$ cat src/design/gmsvc_pkg.sv
package gmsvc_pkg;

    // One stored word: load order, saturated vowel count, odd length
    typedef struct packed {
        logic [5:0] index;
        logic [7:0] vowels;
        logic       odd;
    } rec_t;

    // Record write from the loader
    typedef struct packed {
        logic en;
        rec_t rec;
    } ld_wr_t;

    localparam logic [7:0] VOWEL_MAX = 8'd255;

    typedef enum logic [3:0] {
        ST_LOAD,
        ST_START,
        ST_CALL,
        ST_GATE,
        ST_RET,
        ST_MRD,
        ST_MCMP,
        ST_CRD,
        ST_CWR,
        ST_ORD,
        ST_OSHOW,
        ST_OWAIT
    } state_t;

    function automatic logic is_vowel(input logic [7:0] c);
        logic v;
        v = 1'b0;
        case (c) inside
            "A", "E", "I", "O", "U", "Y", "a", "e", "i", "o", "u", "y": v = 1'b1;
            default: v = 1'b0;
        endcase
        return v;
    endfunction

endpackage

$ cat src/design/gmsvc_if.sv
interface gmsvc_in_if;
    logic       valid;
    logic       ready;
    logic [7:0] char_code;
    logic       word_end;
    logic       list_end;

    modport source (output valid, char_code, word_end, list_end, input ready);
    modport sink (input valid, char_code, word_end, list_end, output ready);
endinterface

interface gmsvc_out_if;
    logic       valid;
    logic       ready;
    logic [5:0] word_index;
    logic [7:0] vowel_count;
    logic       last;
    logic       no_words;
    logic       overflow;

    modport source (output valid, word_index, vowel_count, last, no_words, overflow,
                    input ready);
    modport sink (input valid, word_index, vowel_count, last, no_words, overflow,
                  output ready);
endinterface

$ cat src/design/gmsvc_ram.sv
module gmsvc_ram
    import gmsvc_pkg::*;
#(
    parameter int DEPTH = 32,
    parameter int AW    = 5
)
(
    input  logic          clk,
    input  logic          we,
    input  logic [AW-1:0] waddr,
    input  rec_t          wdata,
    input  logic [AW-1:0] raddr_a,
    input  logic [AW-1:0] raddr_b,
    output rec_t          rdata_a,
    output rec_t          rdata_b
);

    rec_t mem [DEPTH];

    // Write one record, read two with registered data
    always_ff @(posedge clk)
    begin
        if (we)
        begin
            mem[waddr] <= wdata;
        end
        rdata_a <= mem[raddr_a];
        rdata_b <= mem[raddr_b];
    end

endmodule

$ cat src/design/gmsvc_loader.sv
module gmsvc_loader
    import gmsvc_pkg::*;
#(
    parameter int MAX_WORDS = 32,
    parameter int IW        = 5,
    parameter int CW        = 6
)
(
    input  logic          clk,
    input  logic          rst_n,
    input  logic          take,
    input  logic [7:0]    char_code,
    input  logic          word_end,
    input  logic          list_end,
    input  logic          clr,
    output ld_wr_t        wr,
    output logic [IW-1:0] wr_addr,
    output logic [CW-1:0] count,
    output logic          dropped
);

    logic [7:0]    vow_reg, vow_next;
    logic          odd_reg, odd_next;
    logic          any_reg, any_next;
    logic [CW-1:0] cnt_reg, cnt_next;
    logic          drop_reg, drop_next;

    // Count the character and close the word on a word or list end
    always_comb
    begin
        vow_next      = vow_reg;
        odd_next      = odd_reg;
        any_next      = any_reg;
        cnt_next      = cnt_reg;
        drop_next     = drop_reg;
        wr.en         = 1'b0;
        wr.rec.index  = 6'(cnt_reg);
        wr.rec.vowels = vow_reg;
        wr.rec.odd    = odd_reg;
        if (take)
        begin
            if (char_code != 8'd0)
            begin
                any_next = 1'b1;
                odd_next = ~odd_reg;
                if (is_vowel(char_code) && (vow_reg != VOWEL_MAX))
                begin
                    vow_next = vow_reg + 8'd1;
                end
            end
            // Capture the closing word before its counters are cleared
            wr.rec.vowels = vow_next;
            wr.rec.odd    = odd_next;
            if (word_end || list_end)
            begin
                if (any_next)
                begin
                    if (cnt_reg < CW'(MAX_WORDS))
                    begin
                        wr.en    = 1'b1;
                        cnt_next = cnt_reg + 1'b1;
                    end
                    else
                    begin
                        drop_next = 1'b1;
                    end
                end
                vow_next = 8'd0;
                odd_next = 1'b0;
                any_next = 1'b0;
            end
        end
        if (clr)
        begin
            cnt_next  = '0;
            drop_next = 1'b0;
        end
    end

    assign wr_addr       = cnt_reg[IW-1:0];
    assign count         = cnt_reg;
    assign dropped       = drop_reg;

    always_ff @(posedge clk or negedge rst_n)
    begin
        if (!rst_n)
        begin
            vow_reg  <= '0;
            odd_reg  <= 1'b0;
            any_reg  <= 1'b0;
            cnt_reg  <= '0;
            drop_reg <= 1'b0;
        end
        else
        begin
            vow_reg  <= vow_next;
            odd_reg  <= odd_next;
            any_reg  <= any_next;
            cnt_reg  <= cnt_next;
            drop_reg <= drop_next;
        end
    end

endmodule

$ cat src/design/gated_merge_sort_by_vowel_count.sv
// Loads words one character per cycle (items always ready while loading) and
// keeps per word its load index, saturated vowel count and length parity. On
// the word carrying list_end the block stops taking words and runs a top-down
// stable merge sort through a small range stack, splitting a range only when
// the record at its start has odd length. Each range call fetches and tests its
// first record; each merged element passes through the shared compare unit into
// the merge buffer and is then copied back, all bound by the single write port
// of the record RAM. Results then leave one word at a time, the next only after
// the previous one is taken; an empty list gives one result flagged no_words.
// Loading resumes after the last result is taken.
module gated_merge_sort_by_vowel_count
    import gmsvc_pkg::*;
#(
    parameter int MAX_WORDS = 32
)
(
    input  logic        clk,
    input  logic        rst_n,
    gmsvc_in_if.sink    items,
    gmsvc_out_if.source results
);

    localparam int IW  = (MAX_WORDS > 1) ? $clog2(MAX_WORDS) : 1;
    localparam int CW  = $clog2(MAX_WORDS + 1);
    localparam int SD  = IW + 1;
    localparam int SIW = $clog2(SD);
    localparam int SPW = $clog2(SD + 1);

    state_t state_reg, state_next;

    logic [IW-1:0]  lo_reg, lo_next;
    logic [IW-1:0]  hi_reg, hi_next;
    logic [IW-1:0]  mid_reg, mid_next;
    logic [IW:0]    a_reg, a_next;
    logic [IW:0]    b_reg, b_next;
    logic [IW-1:0]  m_reg, m_next;
    logic [IW-1:0]  i_reg, i_next;
    logic [IW-1:0]  k_reg, k_next;
    logic [SPW-1:0] sp_reg, sp_next;

    logic       ov_reg, ov_next;
    logic [5:0] oidx_reg, oidx_next;
    logic [7:0] ovow_reg, ovow_next;
    logic       olast_reg, olast_next;
    logic       onone_reg, onone_next;
    logic       oflow_reg, oflow_next;

    // Range stack: lo, hi, and whether the merge is due (else the right half)
    logic [IW-1:0] stk_lo [SD];
    logic [IW-1:0] stk_hi [SD];
    logic          stk_ph [SD];
    logic           stk_we;
    logic [SIW-1:0] stk_wa;
    logic [IW-1:0]  stk_wlo, stk_whi;
    logic           stk_wph;
    logic [SIW-1:0] top;

    // Merge buffer
    rec_t          buf_mem [MAX_WORDS];
    rec_t          buf_rd_reg;
    logic          buf_we;
    rec_t          buf_wd;

    // Record RAM ports
    logic          ram_we;
    logic [IW-1:0] ram_wa;
    rec_t          ram_wd;
    logic [IW-1:0] ram_ra, ram_rb;
    rec_t          rd_a, rd_b;

    // Loader
    logic          take;
    logic          clr;
    ld_wr_t        ld_wr;
    logic [IW-1:0] ld_addr;
    logic [CW-1:0] count;
    logic          dropped;

    logic [IW:0]   mid_sum, fmid_sum;
    logic [IW-1:0] mid_cur, mid_top;
    logic          a_ok, b_ok, take_a;
    rec_t          pick;
    logic [IW-1:0] span;
    logic [IW:0]   wb_sum;

    assign items.ready = (state_reg == ST_LOAD);
    assign take        = items.valid && items.ready;

    gmsvc_loader #(
        .MAX_WORDS (MAX_WORDS),
        .IW        (IW),
        .CW        (CW)
    ) u_loader (
        .clk       (clk),
        .rst_n     (rst_n),
        .take      (take),
        .char_code (items.char_code),
        .word_end  (items.word_end),
        .list_end  (items.list_end),
        .clr       (clr),
        .wr        (ld_wr),
        .wr_addr   (ld_addr),
        .count     (count),
        .dropped   (dropped)
    );

    gmsvc_ram #(
        .DEPTH (MAX_WORDS),
        .AW    (IW)
    ) u_records (
        .clk     (clk),
        .we      (ram_we),
        .waddr   (ram_wa),
        .wdata   (ram_wd),
        .raddr_a (ram_ra),
        .raddr_b (ram_rb),
        .rdata_a (rd_a),
        .rdata_b (rd_b)
    );

    // Midpoints of the current range and of the stack top
    assign top      = SIW'(sp_reg - 1'b1);
    assign mid_sum  = {1'b0, lo_reg} + {1'b0, hi_reg};
    assign mid_cur  = mid_sum[IW:1];
    assign fmid_sum = {1'b0, stk_lo[top]} + {1'b0, stk_hi[top]};
    assign mid_top  = fmid_sum[IW:1];

    // Shared compare: pick the next record of the merge
    assign a_ok   = a_reg <= {1'b0, mid_reg};
    assign b_ok   = b_reg <= {1'b0, hi_reg};
    assign take_a = a_ok && (!b_ok || (rd_a.vowels <= rd_b.vowels));
    assign pick   = take_a ? rd_a : rd_b;
    assign span   = hi_reg - lo_reg;
    assign wb_sum = {1'b0, lo_reg} + {1'b0, i_reg};

    // Record RAM access
    always_comb
    begin
        ram_we = 1'b0;
        ram_wa = ld_addr;
        ram_wd = ld_wr.rec;
        if (state_reg == ST_LOAD)
        begin
            ram_we = ld_wr.en;
        end
        else if (state_reg == ST_CWR)
        begin
            ram_we = 1'b1;
            ram_wa = wb_sum[IW-1:0];
            ram_wd = buf_rd_reg;
        end
    end

    always_comb
    begin
        unique case (state_reg)
            ST_MRD:  ram_ra = a_reg[IW-1:0];
            ST_ORD:  ram_ra = k_reg;
            default: ram_ra = lo_reg;
        endcase
    end
    assign ram_rb = b_reg[IW-1:0];

    // Sequencer
    always_comb
    begin
        state_next = state_reg;
        lo_next    = lo_reg;
        hi_next    = hi_reg;
        mid_next   = mid_reg;
        a_next     = a_reg;
        b_next     = b_reg;
        m_next     = m_reg;
        i_next     = i_reg;
        k_next     = k_reg;
        sp_next    = sp_reg;
        ov_next    = ov_reg;
        oidx_next  = oidx_reg;
        ovow_next  = ovow_reg;
        olast_next = olast_reg;
        onone_next = onone_reg;
        oflow_next = oflow_reg;
        stk_we     = 1'b0;
        stk_wa     = SIW'(sp_reg);
        stk_wlo    = lo_reg;
        stk_whi    = hi_reg;
        stk_wph    = 1'b0;
        buf_we     = 1'b0;
        buf_wd     = pick;
        clr        = 1'b0;
        unique case (state_reg)
            ST_LOAD:
            begin
                if (take && items.list_end)
                begin
                    state_next = ST_START;
                end
            end
            ST_START:
            begin
                if (count == '0)
                begin
                    oidx_next  = '0;
                    ovow_next  = '0;
                    olast_next = 1'b1;
                    onone_next = 1'b1;
                    oflow_next = dropped;
                    ov_next    = 1'b1;
                    state_next = ST_OWAIT;
                end
                else
                begin
                    lo_next    = '0;
                    hi_next    = IW'(count - 1'b1);
                    sp_next    = '0;
                    state_next = ST_CALL;
                end
            end
            ST_CALL:
            begin
                state_next = ST_GATE;
            end
            ST_GATE:
            begin
                if (rd_a.odd && (lo_reg < hi_reg))
                begin
                    stk_we     = 1'b1;
                    sp_next    = sp_reg + 1'b1;
                    hi_next    = mid_cur;
                    state_next = ST_CALL;
                end
                else
                begin
                    state_next = ST_RET;
                end
            end
            ST_RET:
            begin
                if (sp_reg == '0)
                begin
                    k_next     = '0;
                    state_next = ST_ORD;
                end
                else if (!stk_ph[top])
                begin
                    // Left half done: mark merge due, descend into right half
                    stk_we     = 1'b1;
                    stk_wa     = top;
                    stk_wlo    = stk_lo[top];
                    stk_whi    = stk_hi[top];
                    stk_wph    = 1'b1;
                    lo_next    = mid_top + 1'b1;
                    hi_next    = stk_hi[top];
                    state_next = ST_CALL;
                end
                else
                begin
                    // Both halves done: pop and merge
                    sp_next    = sp_reg - 1'b1;
                    lo_next    = stk_lo[top];
                    hi_next    = stk_hi[top];
                    mid_next   = mid_top;
                    a_next     = {1'b0, stk_lo[top]};
                    b_next     = {1'b0, mid_top} + 1'b1;
                    m_next     = '0;
                    state_next = ST_MRD;
                end
            end
            ST_MRD:
            begin
                state_next = ST_MCMP;
            end
            ST_MCMP:
            begin
                buf_we = 1'b1;
                if (take_a)
                begin
                    a_next = a_reg + 1'b1;
                end
                else
                begin
                    b_next = b_reg + 1'b1;
                end
                m_next = m_reg + 1'b1;
                if (m_reg == span)
                begin
                    i_next     = '0;
                    state_next = ST_CRD;
                end
                else
                begin
                    state_next = ST_MRD;
                end
            end
            ST_CRD:
            begin
                state_next = ST_CWR;
            end
            ST_CWR:
            begin
                if (i_reg == span)
                begin
                    state_next = ST_RET;
                end
                else
                begin
                    i_next     = i_reg + 1'b1;
                    state_next = ST_CRD;
                end
            end
            ST_ORD:
            begin
                state_next = ST_OSHOW;
            end
            ST_OSHOW:
            begin
                oidx_next  = rd_a.index;
                ovow_next  = rd_a.vowels;
                olast_next = ((CW'(k_reg) + 1'b1) == count);
                onone_next = 1'b0;
                oflow_next = dropped;
                ov_next    = 1'b1;
                state_next = ST_OWAIT;
            end
            ST_OWAIT:
            begin
                if (results.ready)
                begin
                    ov_next = 1'b0;
                    if (olast_reg)
                    begin
                        clr        = 1'b1;
                        state_next = ST_LOAD;
                    end
                    else
                    begin
                        k_next     = k_reg + 1'b1;
                        state_next = ST_ORD;
                    end
                end
            end
            default:
            begin
                state_next = ST_LOAD;
            end
        endcase
    end

    // Hold stack frames and the merge buffer
    always_ff @(posedge clk)
    begin
        if (stk_we)
        begin
            stk_lo[stk_wa] <= stk_wlo;
            stk_hi[stk_wa] <= stk_whi;
            stk_ph[stk_wa] <= stk_wph;
        end
        if (buf_we)
        begin
            buf_mem[m_reg] <= buf_wd;
        end
        buf_rd_reg <= buf_mem[i_reg];
    end

    // Advance control state
    always_ff @(posedge clk or negedge rst_n)
    begin
        if (!rst_n)
        begin
            state_reg <= ST_LOAD;
            sp_reg    <= '0;
            ov_reg    <= 1'b0;
        end
        else
        begin
            state_reg <= state_next;
            sp_reg    <= sp_next;
            ov_reg    <= ov_next;
        end
    end

    // Hold pointers and the result word
    always_ff @(posedge clk)
    begin
        lo_reg    <= lo_next;
        hi_reg    <= hi_next;
        mid_reg   <= mid_next;
        a_reg     <= a_next;
        b_reg     <= b_next;
        m_reg     <= m_next;
        i_reg     <= i_next;
        k_reg     <= k_next;
        oidx_reg  <= oidx_next;
        ovow_reg  <= ovow_next;
        olast_reg <= olast_next;
        onone_reg <= onone_next;
        oflow_reg <= oflow_next;
    end

    assign results.valid       = ov_reg;
    assign results.word_index  = oidx_reg;
    assign results.vowel_count = ovow_reg;
    assign results.last        = olast_reg;
    assign results.no_words    = onone_reg;
    assign results.overflow    = oflow_reg;

endmodule
$ cat src/flat_wrapper.sv
// flat-port wrapper written by rule: the top's interface ports become plain ports
module gated_merge_sort_by_vowel_count_flat import gmsvc_pkg::*;
#(
    parameter int MAX_WORDS = 32
)
  (clk, rst_n, items_valid, items_char_code, items_word_end, items_list_end, items_ready, results_valid, results_word_index, results_vowel_count, results_last, results_no_words, results_overflow, results_ready);
  gmsvc_in_if items_i ();
  gmsvc_out_if results_i ();
  input  logic clk;
  input  logic rst_n;
  input wire logic [$bits(items_i.valid)-1:0] items_valid;
  input wire logic [$bits(items_i.char_code)-1:0] items_char_code;
  input wire logic [$bits(items_i.word_end)-1:0] items_word_end;
  input wire logic [$bits(items_i.list_end)-1:0] items_list_end;
  output wire logic [$bits(items_i.ready)-1:0] items_ready;
  output wire logic [$bits(results_i.valid)-1:0] results_valid;
  output wire logic [$bits(results_i.word_index)-1:0] results_word_index;
  output wire logic [$bits(results_i.vowel_count)-1:0] results_vowel_count;
  output wire logic [$bits(results_i.last)-1:0] results_last;
  output wire logic [$bits(results_i.no_words)-1:0] results_no_words;
  output wire logic [$bits(results_i.overflow)-1:0] results_overflow;
  input wire logic [$bits(results_i.ready)-1:0] results_ready;
  assign items_i.valid = items_valid;
  assign items_i.char_code = items_char_code;
  assign items_i.word_end = items_word_end;
  assign items_i.list_end = items_list_end;
  assign items_ready = items_i.ready;
  assign results_valid = results_i.valid;
  assign results_word_index = results_i.word_index;
  assign results_vowel_count = results_i.vowel_count;
  assign results_last = results_i.last;
  assign results_no_words = results_i.no_words;
  assign results_overflow = results_i.overflow;
  assign results_i.ready = results_ready;
  gated_merge_sort_by_vowel_count #(.MAX_WORDS(MAX_WORDS)) u_core (.clk(clk), .rst_n(rst_n), .items(items_i), .results(results_i));
endmodule
$ cat config.mk
export PLATFORM = sky130hd
export DESIGN_NAME = gated_merge_sort_by_vowel_count_flat
export DESIGN_NICKNAME = d
export VERILOG_FILES = /design/src/design/gmsvc_pkg.sv /design/src/design/gmsvc_if.sv /design/src/design/gmsvc_ram.sv /design/src/design/gmsvc_loader.sv /design/src/design/gated_merge_sort_by_vowel_count.sv /design/src/flat_wrapper.sv
export SDC_FILE = /design/constraint.sdc
export NUM_CORES = 2
export LEC_CHECK = 0
export ABC_CLOCK_PERIOD_IN_PS = 5000
export BUFFER_PORTS_ARGS = -buffer_cell sky130_fd_sc_hd__buf_2
export CAP_MARGIN = 25
export CORE_ASPECT_RATIO = 1.75
export CORE_MARGIN = 3
export CORE_UTILIZATION = 60
export CTS_BUF_LIST = sky130_fd_sc_hd__clkbuf_4
export CTS_CLUSTER_DIAMETER = 30
export DETAILED_ROUTE_END_ITERATION = 8
export PLACE_DENSITY_LB_ADDON = 0.3
export SETUP_SLACK_MARGIN = 0.2
export SLEW_MARGIN = 25
export SYNTH_ARGS = -nofsm -noshare
export SYNTH_HDL_FRONTEND = slang
export SYNTH_SLANG_ARGS = --single-unit
$ cat constraint.sdc
create_clock -name clk -period 5 [get_ports clk]
set_input_delay 1 -clock clk [delete_from_list [all_inputs] [get_ports clk]]
set_output_delay 1 -clock clk [all_outputs]
set_load 0.01 [all_outputs]
==> key figures <==
Detailed routing
  – Vias per cell: 6.844
  – Detailed-route DRC error count: 0
  – Total wire length: 141300 microns
  – Wire per inst: 31.26 microns
  – Antenna-violating nets left: 0
  – TritonRoute pass-1 iters: 8
  – Vias: 30930
  – Initial DRC Count: 3599

STA
  – Tcrit/Tclk final: 83.72%
  – Hold Vio Cnt, Final: 0
  – RSZ-0062 raised after global routing: no
  – Final Skew: 0.06187 ns
  – Slew headroom: 32.55%
  – Setup-failing EPs final: 0
  – Max-slew violations: 0
  – Max Clk Rate: 238.9 MHz
  – Fin Setup TNS: 0 ns
  – Slew @ Worst Pin: 1.009 ns
  – WHS: 0.2170 ns
  – Minimum clock period: 4.186 ns

Power and ir drop
  – Peak supply drop: 492.2 uV
  – Pwr Density: 601.9 mW/mm^2
  – Final Power: 33.72 mW
  – Pleak: 19.06 nW

Global route
  – M1 GR Usage: 36.21%
  – Met2 usage: 55.39%
  – All-Layer GR Usage: 32.62%
  – GRT Max-Usage Layer: met2
  – Vias in the first global route: 32030
  – Global-route wire length before repair: 205800 microns
  – Routing usage on met3: 7.826%
  – Grt ovf: 0
  – Largest net degree at the start of global routing: 122
  – Initial antenna violation count: 7

Floorplan
  – Row count: 140
  – Initial core utilization: 60.65%
  – Die footprint: 0.08813 sq mm
  – Core area: 0.08356 sq mm
  – IO Pins: 33
  – DIE WIDTH: 225.7 microns
  – Die height: 390.5 microns

Clock network
  – Post_cts resized: 0
  – Num CTS Buffers: 276
  – H-tree depth: 5
  – Post-CTS setup repair buffer count: 0
  – Reg clk slew, reported paths: 0.07 ns
  – CTS tree: yes
  – Clock buffer depth: 4
  – Clock sink total: 1155
  – Clk_lat worst skew: 1.19 ns
  – CTS root buffer: clkbuf_4
  – Hold Buf Count CTS: 3

Logic synthesis
  – Synthesized flop and latch total: 1155
  – Area contributors post-synth: edfxtp_1 (64%), mux4_2 (14%), mux2i_1 (2.7%), nand2_1 (2.5%), dfxtp_1 (1.8%)
  – FFs w/ async S/R, synth: 2.165%
  – Area fraction of the dominant cell type after synthesis: 64.29%
  – Sequential-to-total area share from yosys stat: 67.30%
  – Synthesized area per cell: 16.63 sq um
  – Prevailing post-synth register cell: edfxtp_1
  – Post-Syn Instances: 3048
  – Mapped cell area: 0.05068 sq mm
  – Leading area contributor after synthesis: edfxtp_1
  – Post-synth EDFFs: 1085
  – Synth cell types: 74
  – Syn_nets: 3118
  – Yosys Warn Count: 0

Outcome
  – Outcome: completed

Worst setup path
  – Reg2reg start: u_core.state_reg[2]$_DFFE_PN0P_
  – Reg2reg path depth: 8
  – Worst-path maximum fanout: 84
  – R2r setup slk: 0.81 ns
  – WP data required: 5.99 ns
  – Setup crit end kind: flop
  – Crit Path Class: flop to flop
  – Data arrival time of the critical path: 5.18 ns
  – Reg-to-reg endpoint: u_core.u_records.rdata_a[3]$_DFF_P_
  – Critical Path Source Type: flop

Placed design
  – HPWL after DPL: 93060 microns
  – GP Congestion: 0.9798
  – Number of I/O port buffers: 32

Worst hold path
  – Hold Crit Depth: 3
  – Hold_sp: results_ready
  – Hold Crit Class: input pin to flop
  – Worst hold endpoint: u_core.results.valid$_DFFE_PN0P_

Finish
  – Area of the multi-input gates: 0.01599 sq mm
  – Most common cell after layout, fill and taps aside: edfxtp_1
  – Fill cells: 5580
  – Nets: 3339
  – Largest regs: u_core.buf_mem: 480 flops, u_core.u_records.mem: 480 flops
  – Area grow syn2layout: 10.54%
  – Layout cells sized above 1: 28.07%
  – Register area: 0.03411 sq mm
  – Most frequent cells in the layout: edfxtp_1 (1085), clkbuf_4 (385), nand2_1 (334)

Run
  – Max-cap violations: 0
==> worst max-delay path, cell delays in order, from the launching register on <==
cell      delay (ns)
dfrtp_1         0.84
nor2_1          0.24
o21a_1          0.33
nor3_4          0.58
buf_12          0.42
mux2i_1         0.44
o22ai_1         0.15
a311oi_1        0.64
a22oi_1         0.25
==> synthesized netlist by cell type, drive strengths merged, types with 8 or more instances <==
| cell type | n |
|---|---|
| xor2 | 32 |
| and2 | 21 |
| a22oi | 15 |
| mux4 | 311 |
| a211oi | 11 |
| nand2 | 335 |
| xnor2 | 31 |
| nor2 | 142 |
| mux2 | 48 |
| o21ai | 56 |
| a21o | 8 |
| o22ai | 46 |
| mux2i | 135 |
| inv | 52 |
| nand2b | 8 |
| edfxtp | 1085 |
| a31oi | 21 |
| buf | 81 |
| dfxtp | 45 |
| clkbuf | 109 |
| a21oi | 36 |
| a32oi | 28 |
| nor2b | 10 |
| nand4 | 16 |
| ha | 52 |
| o21a | 10 |
| dfrtp | 25 |
| nand3 | 146 |
| and3 | 10 |
| nor3 | 13 |
| a311oi | 15 |
| o221ai | 23 |
==> per-layer routing <==
layer | vias up | share of wire (%)
met5 | - | 0.025
met4 | 6 | 8.0
met2 | 2073 | 51
met3 | 582 | 8.5
li1 | 12760 | -
met1 | 15510 | 32
==> through the flow <==
step	utilization, %	area, sq um	worst slack [ns]	std cells
2_1_floorplan	-	50680	0.6920	3048
3_3_place_gp	62.73	52420	0.9283	4051
3_5_place_dp	62.91	52570	0.9049	4052
4_1_cts	66.96	55950	0.9017	4509
5_1_grt	67.04	56010	0.6605	4516
6_report	67.05	56020	0.8140	4519
==> power by group <==
group	leakage (nW)	switching (mW)	total (mW)	internal, mW
Combinational	6.47	8.42	12.9	4.46
Sequential	10.6	0.510	13.3	12.8
Clock	2.01	3.61	7.52	3.91
Total	19.1	12.5	33.7	21.2
==> kinds of logic after synthesis <==
logic type,after synthesis,synth area share [%]
flip-flops,1155,67.30
multiplexers,494,17.55
buffers and inverters,242,1.943
AND/OR/NAND/NOR,732,6.431
adder cells (fa/ha/maj),56,1.442
XOR/XNOR,64,1.148
AO/OA/AOI/OAI,305,4.180
==> cell type report <==
type                       count  share of cell area [%]
antenna                        9                 0.04020
tap                         1065                   2.379
clock buffer                 385                   5.159
inverter                      52                  0.3484
timing repair buffer         133                   1.818
clock inverter                69                  0.8264
multi-input combinational   1651                   28.55
sequential                  1155                   60.88
==> how the worst max path moves through the flow <==
stage	start	end	slack (ns)	cells past startpoint
2_1_floorplan	u_core.sp_reg[0]$_DFFE_PN0P_	u_core.b_reg[4]$_DFFE_PP_	0.69	17
3_3_place_gp	u_core.lo_reg[1]$_SDFFCE_PN0P_	u_core.u_records.mem[21][6]$_DFFE_PP_	0.93	8
3_5_place_dp	u_core.state_reg[2]$_DFFE_PN0P_	u_core.u_records.rdata_a[3]$_DFF_P_	0.90	8
4_1_cts	u_core.sp_reg[0]$_DFFE_PN0P_	u_core.b_reg[4]$_DFFE_PP_	0.90	13
5_1_grt	u_core.sp_reg[0]$_DFFE_PN0P_	u_core.b_reg[4]$_DFFE_PP_	0.66	13
6_report	u_core.state_reg[2]$_DFFE_PN0P_	u_core.u_records.rdata_a[3]$_DFF_P_	0.81	8
(Power assumes the default switching activity.)
